--- src/rtl/ghp_pkg.sv ---
`timescale 1ns / 1ps
package ghp_pkg;

  localparam int LENGTH_BITS_DEF = 16;

  localparam logic [7:0] MAGIC_FIRST    = 8'h1f;
  localparam logic [7:0] MAGIC_SECOND   = 8'h8b;
  localparam logic [7:0] METHOD_DEFLATE = 8'h08;

  // flag byte bit positions
  localparam int FLG_HCRC    = 1;
  localparam int FLG_EXTRA   = 2;
  localparam int FLG_NAME    = 3;
  localparam int FLG_COMMENT = 4;

  localparam logic [15:0] SKIP_FIXED = 16'd6;
  localparam logic [15:0] SKIP_HCRC  = 16'd2;

  typedef enum logic [3:0] {
    PH_MAGIC1  = 4'd0,
    PH_MAGIC2  = 4'd1,
    PH_METHOD  = 4'd2,
    PH_FLAGS   = 4'd3,
    PH_FIXED   = 4'd4,
    PH_XLEN_LO = 4'd5,
    PH_XLEN_HI = 4'd6,
    PH_EXTRA   = 4'd7,
    PH_NAME    = 4'd8,
    PH_COMMENT = 4'd9,
    PH_HCRC    = 4'd10,
    PH_BODY    = 4'd11,
    PH_DRAIN   = 4'd12
  } phase_t;

  typedef struct packed {
    logic [7:0] data_byte;
    logic       last_byte;
  } in_item_t;

  typedef struct packed {
    logic        header_valid;
    logic [15:0] header_length;
  } out_item_t;

endpackage

--- src/rtl/ghp_parser.sv ---
`timescale 1ns / 1ps
module ghp_parser #(
  parameter int LENGTH_BITS = ghp_pkg::LENGTH_BITS_DEF
) (
  input  logic                clk,
  input  logic                rst_n,
  input  logic                step,
  input  ghp_pkg::in_item_t   item,
  output logic                emit,
  output ghp_pkg::out_item_t  result
);
  import ghp_pkg::*;

  phase_t                   phase_r, phase_nxt;
  logic [LENGTH_BITS-1:0]   pos_r, pos_nxt;
  logic [15:0]              skip_r, skip_nxt;
  logic [7:0]               flags_r, flags_nxt;
  logic [7:0]               xlo_r, xlo_nxt;

  phase_t      ph_w, np;
  logic [15:0] skip_w, skip_dec;
  logic [7:0]  flags_w, xlo_w;
  logic        fail, in_hdr;
  logic [LENGTH_BITS+15:0] pos_ext;

  // first optional part at or after 'from'
  function automatic phase_t next_phase(input phase_t from, input logic [7:0] flg);
    phase_t r;
    r = PH_BODY;
    if (from <= PH_HCRC && flg[FLG_HCRC])       r = PH_HCRC;
    if (from <= PH_COMMENT && flg[FLG_COMMENT]) r = PH_COMMENT;
    if (from <= PH_NAME && flg[FLG_NAME])       r = PH_NAME;
    if (from <= PH_XLEN_LO && flg[FLG_EXTRA])   r = PH_XLEN_LO;
    return r;
  endfunction

  assign skip_dec = skip_r - 16'd1;
  assign pos_ext  = {16'd0, pos_r};

  // header byte path
  always_comb begin
    ph_w    = phase_r;
    skip_w  = skip_r;
    flags_w = flags_r;
    xlo_w   = xlo_r;
    fail    = 1'b0;
    np      = PH_BODY;
    in_hdr  = phase_r inside {[PH_MAGIC1:PH_HCRC]};
    if (&pos_r) begin
      fail = 1'b1;
    end else begin
      case (phase_r)
        PH_MAGIC1: begin
          if (item.data_byte != MAGIC_FIRST) fail = 1'b1;
          else ph_w = PH_MAGIC2;
        end
        PH_MAGIC2: begin
          if (item.data_byte != MAGIC_SECOND) fail = 1'b1;
          else ph_w = PH_METHOD;
        end
        PH_METHOD: begin
          if (item.data_byte != METHOD_DEFLATE) fail = 1'b1;
          else ph_w = PH_FLAGS;
        end
        PH_FLAGS: begin
          flags_w = item.data_byte;
          skip_w  = SKIP_FIXED;
          ph_w    = PH_FIXED;
        end
        PH_FIXED: begin
          skip_w = skip_dec;
          if (skip_dec == 16'd0) begin
            np   = next_phase(PH_XLEN_LO, flags_r);
            ph_w = np;
            if (np == PH_HCRC) skip_w = SKIP_HCRC;
          end
        end
        PH_XLEN_LO: begin
          xlo_w = item.data_byte;
          ph_w  = PH_XLEN_HI;
        end
        PH_XLEN_HI: begin
          skip_w = {item.data_byte, xlo_r};
          if ({item.data_byte, xlo_r} == 16'd0) begin
            np   = next_phase(PH_NAME, flags_r);
            ph_w = np;
            if (np == PH_HCRC) skip_w = SKIP_HCRC;
          end else begin
            ph_w = PH_EXTRA;
          end
        end
        PH_EXTRA: begin
          skip_w = skip_dec;
          if (skip_dec == 16'd0) begin
            np   = next_phase(PH_NAME, flags_r);
            ph_w = np;
            if (np == PH_HCRC) skip_w = SKIP_HCRC;
          end
        end
        PH_NAME: begin
          if (item.data_byte == 8'd0) begin
            np   = next_phase(PH_COMMENT, flags_r);
            ph_w = np;
            if (np == PH_HCRC) skip_w = SKIP_HCRC;
          end
        end
        PH_COMMENT: begin
          if (item.data_byte == 8'd0) begin
            np   = next_phase(PH_HCRC, flags_r);
            ph_w = np;
            if (np == PH_HCRC) skip_w = SKIP_HCRC;
          end
        end
        PH_HCRC: begin
          skip_w = skip_dec;
          if (skip_dec == 16'd0) ph_w = PH_BODY;
        end
        default: begin
        end
      endcase
    end
  end

  // commit and result
  always_comb begin
    phase_nxt = phase_r;
    pos_nxt   = pos_r;
    skip_nxt  = skip_r;
    flags_nxt = flags_r;
    xlo_nxt   = xlo_r;
    emit      = 1'b0;
    result    = '0;
    if (step) begin
      if (phase_r == PH_BODY) begin
        emit                 = 1'b1;
        result.header_valid  = 1'b1;
        result.header_length = pos_ext[15:0];
      end else if (in_hdr && (fail || item.last_byte)) begin
        emit = 1'b1;
      end

      if (item.last_byte) begin
        phase_nxt = PH_MAGIC1;
        pos_nxt   = '0;
        skip_nxt  = '0;
        flags_nxt = '0;
        xlo_nxt   = '0;
      end else if (phase_r == PH_BODY || (in_hdr && fail)) begin
        phase_nxt = PH_DRAIN;
      end else if (in_hdr) begin
        phase_nxt = ph_w;
        pos_nxt   = pos_r + {{(LENGTH_BITS-1){1'b0}}, 1'b1};
        skip_nxt  = skip_w;
        flags_nxt = flags_w;
        xlo_nxt   = xlo_w;
      end
    end
  end

  always_ff @(posedge clk) begin
    if (!rst_n) begin
      phase_r <= PH_MAGIC1;
      pos_r   <= '0;
      skip_r  <= '0;
      flags_r <= '0;
      xlo_r   <= '0;
    end else begin
      phase_r <= phase_nxt;
      pos_r   <= pos_nxt;
      skip_r  <= skip_nxt;
      flags_r <= flags_nxt;
      xlo_r   <= xlo_nxt;
    end
  end

  a_last_resets: assert property (@(posedge clk) disable iff (!rst_n)
    (step && item.last_byte) |=> (phase_r == PH_MAGIC1 && pos_r == '0))
    else $error("state not cleared after last byte");

  a_pos_hold: assert property (@(posedge clk) disable iff (!rst_n)
    !step |=> $stable(pos_r))
    else $error("position moved without a request");

  a_valid_from_body: assert property (@(posedge clk) disable iff (!rst_n)
    (emit && result.header_valid) |-> (phase_r == PH_BODY))
    else $error("valid header reported outside body phase");

endmodule

--- src/rtl/gzip_header_parser.sv ---
`timescale 1ns / 1ps
// channel | ports                          | payload
// --------+--------------------------------+---------------------------------
// input   | in_valid, in_stall, in_data    | data_byte, last_byte
// output  | out_valid, out_stall, out_data | header_valid, header_length
//
// One request per cycle unless a held result stalls the input; the edge of
// acceptance loads the input register, and consuming that byte parses it into
// the result register, from which a result (if the byte yields one) is offered.
// The per-byte parse state updates as each byte is consumed, which sets that rate.
// Synchronous active-low reset returns the parser to the first magic byte.
// A stalled result holds the output register; in_stall rises only while the
// input register is full and the result register is held.
module gzip_header_parser #(
  parameter int LENGTH_BITS = ghp_pkg::LENGTH_BITS_DEF
) (
  input  logic                clk,
  input  logic                rst_n,
  input  logic                in_valid,
  output logic                in_stall,
  input  ghp_pkg::in_item_t   in_data,
  output logic                out_valid,
  input  logic                out_stall,
  output ghp_pkg::out_item_t  out_data
);
  import ghp_pkg::*;

  logic       in_full_r, in_full_nxt;
  in_item_t   in_item_r;
  logic       out_valid_r, out_valid_nxt;
  out_item_t  out_item_r;
  logic       consume, load, emit;
  out_item_t  result;

  assign consume     = in_full_r && !(out_valid_r && out_stall);
  assign in_stall    = in_full_r && !consume;
  assign load        = in_valid && !in_stall;
  assign in_full_nxt = load || (in_full_r && !consume);

  always_comb begin
    out_valid_nxt = out_valid_r;
    if (consume && emit) out_valid_nxt = 1'b1;
    else if (out_valid_r && !out_stall) out_valid_nxt = 1'b0;
  end

  ghp_parser #(
    .LENGTH_BITS(LENGTH_BITS)
  ) u_parser (
    .clk    (clk),
    .rst_n  (rst_n),
    .step   (consume),
    .item   (in_item_r),
    .emit   (emit),
    .result (result)
  );

  always_ff @(posedge clk) begin
    if (!rst_n) begin
      in_full_r   <= 1'b0;
      out_valid_r <= 1'b0;
    end else begin
      in_full_r   <= in_full_nxt;
      out_valid_r <= out_valid_nxt;
    end
  end

  always_ff @(posedge clk) begin
    if (load) in_item_r <= in_data;
    if (consume && emit) out_item_r <= result;
  end

  assign out_valid = out_valid_r;
  assign out_data  = out_item_r;

  a_invalid_zero_len: assert property (@(posedge clk) disable iff (!rst_n)
    out_valid |-> (out_data.header_valid || out_data.header_length == 16'd0))
    else $error("invalid result carries a length");

  a_no_overwrite: assert property (@(posedge clk) disable iff (!rst_n)
    (out_valid_r && out_stall) |-> !(consume && emit))
    else $error("held result overwritten");

  a_stall_only_when_full: assert property (@(posedge clk) disable iff (!rst_n)
    in_stall |-> (in_full_r && out_valid_r))
    else $error("input stalled with room available");

endmodule
--- config.mk ---
export PLATFORM = sky130hd
export DESIGN_NAME = gzip_header_parser
export DESIGN_NICKNAME = d
export VERILOG_FILES = /design/src/rtl/ghp_pkg.sv /design/src/rtl/ghp_parser.sv /design/src/rtl/gzip_header_parser.sv
export SDC_FILE = /design/constraint.sdc
export NUM_CORES = 1
export LEC_CHECK = 0
export ABC_AREA = 1
export BUFFER_PORTS_ARGS = -buffer_cell sky130_fd_sc_hd__buf_2
export CORE_AREA = 3 3 137 139
export DETAILED_ROUTE_END_ITERATION = 10
export DIE_AREA = 0 0 140 142
export PLACE_DENSITY_LB_ADDON = 0.3
export SLEW_MARGIN = 40
export SYNTH_ARGS = -nofsm -noshare
export SYNTH_HDL_FRONTEND = slang
export SYNTH_SLANG_ARGS = --single-unit
export TNS_END_PERCENT = 10
--- constraint.sdc ---
create_clock -name clk -period 2.25 [get_ports clk]
set_input_delay 0.45 -clock clk [delete_from_list [all_inputs] [get_ports clk]]
set_output_delay 0.45 -clock clk [all_outputs]
set_load 0.1 [all_outputs]
==> out/metrics.yaml <==
outcome:
  status: "finished clean"
floorplanning:
  die-area_um2: 19900
  rows: 49
  start_util: 0.246
  core_um2: 17800
  io_pins: 32
  die_w_um: 140
  die_height_um: 142
setup_path:
  slowest_delay_ns: 0.35
  crit_required_ns: 2.32
  endpoint_kind: "flip-flop"
  worstPathArrival_ns: 2.31
  critPathKind: "reg2reg"
  cpMaxStageDelayCell: "dfxtp_2"
  path_buf_inv: 5
  path_cells: "ha_4 -> nand2_4 -> nor3_4 -> nand3_2 -> nor2_4 -> inv_2 -> o21ai_4 -> buf_6 -> inv_4 -> o21ai_2 -> nand2_1 -> inv_2 -> clkbuf_16"
  worst_path_most_repeated_cell: "inv_2"
  critPathMaxFanout: 8
  cp_top_family: "simple AND/OR/NAND/NOR gates"
  cp-start-kind: "flip-flop"
placement:
  io_buffers: 31
  place_hpwl_mm: 8.83
  placed_cell_area_um2: 5180
  dp_slack_ns: -0.00346
  post-place-cells: 934
  routabilityCongestion: 0.882
routing:
  routed_via_density: 4.52
  firstDrtPassIters: 5
  antenna_left: 0
  drt-initial-drc-count: 273
  drc: 0
  postRouteWirelength_mm: 12.4
  num_vias: 4369
  avgRoutedWirePerCell_um: 12.8
cts:
  cts_root_buffer: "clkbuf_16"
  clk_pin_slew_ns: 0.07
  clk_latency_ns: 0.35
  cts_tree: "built"
  clock-sinks: 76
  cts.path.max_buffers: 2
  htreeDepth: 3
  cts_made_buffers: 9
sta:
  fmax_mhz: 447
  postLayoutSetupSlackWorst_ns: 0.0148
  tightest_slew_ns: 0.600
  finalMaxSlewViolations: 0
  finalCritPeriodShare: 0.993
  holdWs_ns: 0.268
  setup_violations: 0
  setup-tns-final_ns: 0
  finalHoldViolCount: 0
  slew_headroom: 0.599
  period_needed_ns: 2.24
  fin_skew_ns: 0.00871
  rsz0062_at_grt: "yes"
yosys:
  synth_fp_nets: 651
  netlist_instances: 635
  ys_types: 42
  yosys.area.top_type: "dfxtp_1"
  syn_avg_cell_area_um2: 6.89
  ys_warn_count: 0
  synth_area_um2: 4370
  synthTopCellsByArea: "dfxtp_1 23%, edfxtp_1 18%, nand2_1 14%"
  synth_ff_type: "dfxtp_1"
  netlist.area_leader.share: 0.229
  synthArstFlopShare: 0
  synth-seq-cells: 76
  synth_enable_flop_cells: 26
  ys_seq_area_frac: 0.407
global_routing:
  antenna_found_initial: 0
  use_met1: 0.165
  grt_pass1_vias: 4030
  gr-usage-met3: 0.0289
  top_usage_layer: "met2"
  grt_max_degree: 33
  track_usage: 0.121
  grt_pass1_wl_mm: 19.7
  use_met2: 0.190
  grt_overflow: 0
job:
  max_cap_viol_count: 0
hold_path:
  hp-class: "in2reg"
cells_and_area:
  final_util: 0.334
  finalNetCount: 749
  final_cell_mix: "149 x nand2_1, 91 x nor2_1, 85 x inv_1, 57 x buf_4, 47 x dfxtp_1"
  syn2layout_area_growth_pct: 35.7
  drive_above_1_share: 0.270
  final_cell_area_um2: 5930
  instances_no_fill: 967
  num_antenna_cells: 0
  final_common_cell: "nand2_1"
pwr:
  ir_drop_uv: 362
  p_leak_nw: 2.45
  p_per_area_nw_per_um2: 635
  total_power_mw: 3.77
## logic make-up after synthesis
family,count (synthesis),share of synthesized area
flops,76,0.407
simple gates,339,0.333
fa+ha+maj,3,0.00858
buf+inv,106,0.0950
xor+xnor,5,0.0100
compound gates,106,0.146
## sequential cells by signal, indices dropped and copies added, names as in the netlist
signal,cells
in_item_r,9
u_parser.skip_r,16
u_parser.phase_r,4
in_full_r,1
u_parser.pos_r,16
u_parser.flags_r,4
out_data,17
u_parser.xlo_r,8
out_valid,1
## power breakdown
part           switching [mW]  internal [mW]
Clock                   0.655          0.881
Sequential             0.0190           1.46
Combinational           0.486          0.267
Total                    1.16           2.61
## layer usage
metal,routed length [µm],up-vias
li1,-,2261
met1,6090,1995
met2,5610,95
met3,516,18
met4,179,0
met5,0,-
## cell type report
type	instances	area (µm²)
inverters	94	360
repair buffers	99	774
fillers	1924	11800
flip-flops and latches	76	1790
clock inverters	7	82.6
multi-input cells	453	2420
clock buffers	9	225
well taps	229	287
## what timing repair did
item / in CTS / in global routing
endpoints found under the setup margin: 19 / 62
pin swaps: 1 / 37
gates cloned: 0 / 3
resized for setup: 2 / 84
hold buffers: 0 / 0
setup buffers: 0 / 14
## worst paths after layout
check | startpoint | end | slack, ns | cells after the start
max | u_parser.pos_r[1] | out_data[12] | 0.01 | 13
min | in_data[0] | in_item_r[0] | 0.27 | 1
max reg2reg | u_parser.pos_r[1] | out_data[12] | 0.01 | 13
min reg2reg | u_parser.pos_r[8] | u_parser.pos_r[8] | 0.48 | 2
## synthesized netlist by cell type (3+ instances only)
cell	count
nand2_1	160
nand4_1	7
xor2_1	4
edfxtp_1	26
inv_2	3
nor3_1	6
o22ai_1	11
clkbuf_1	8
a21oi_1	42
a211oi_1	4
nor2_1	107
nor2_2	8
o31ai_1	5
o2111ai_1	4
dfxtp_1	50
o21ai_0	22
o21ai_1	5
inv_1	89
ha_1	3
nand3_1	34
nor2_4	5
Power figures use the tool's default switching activity.
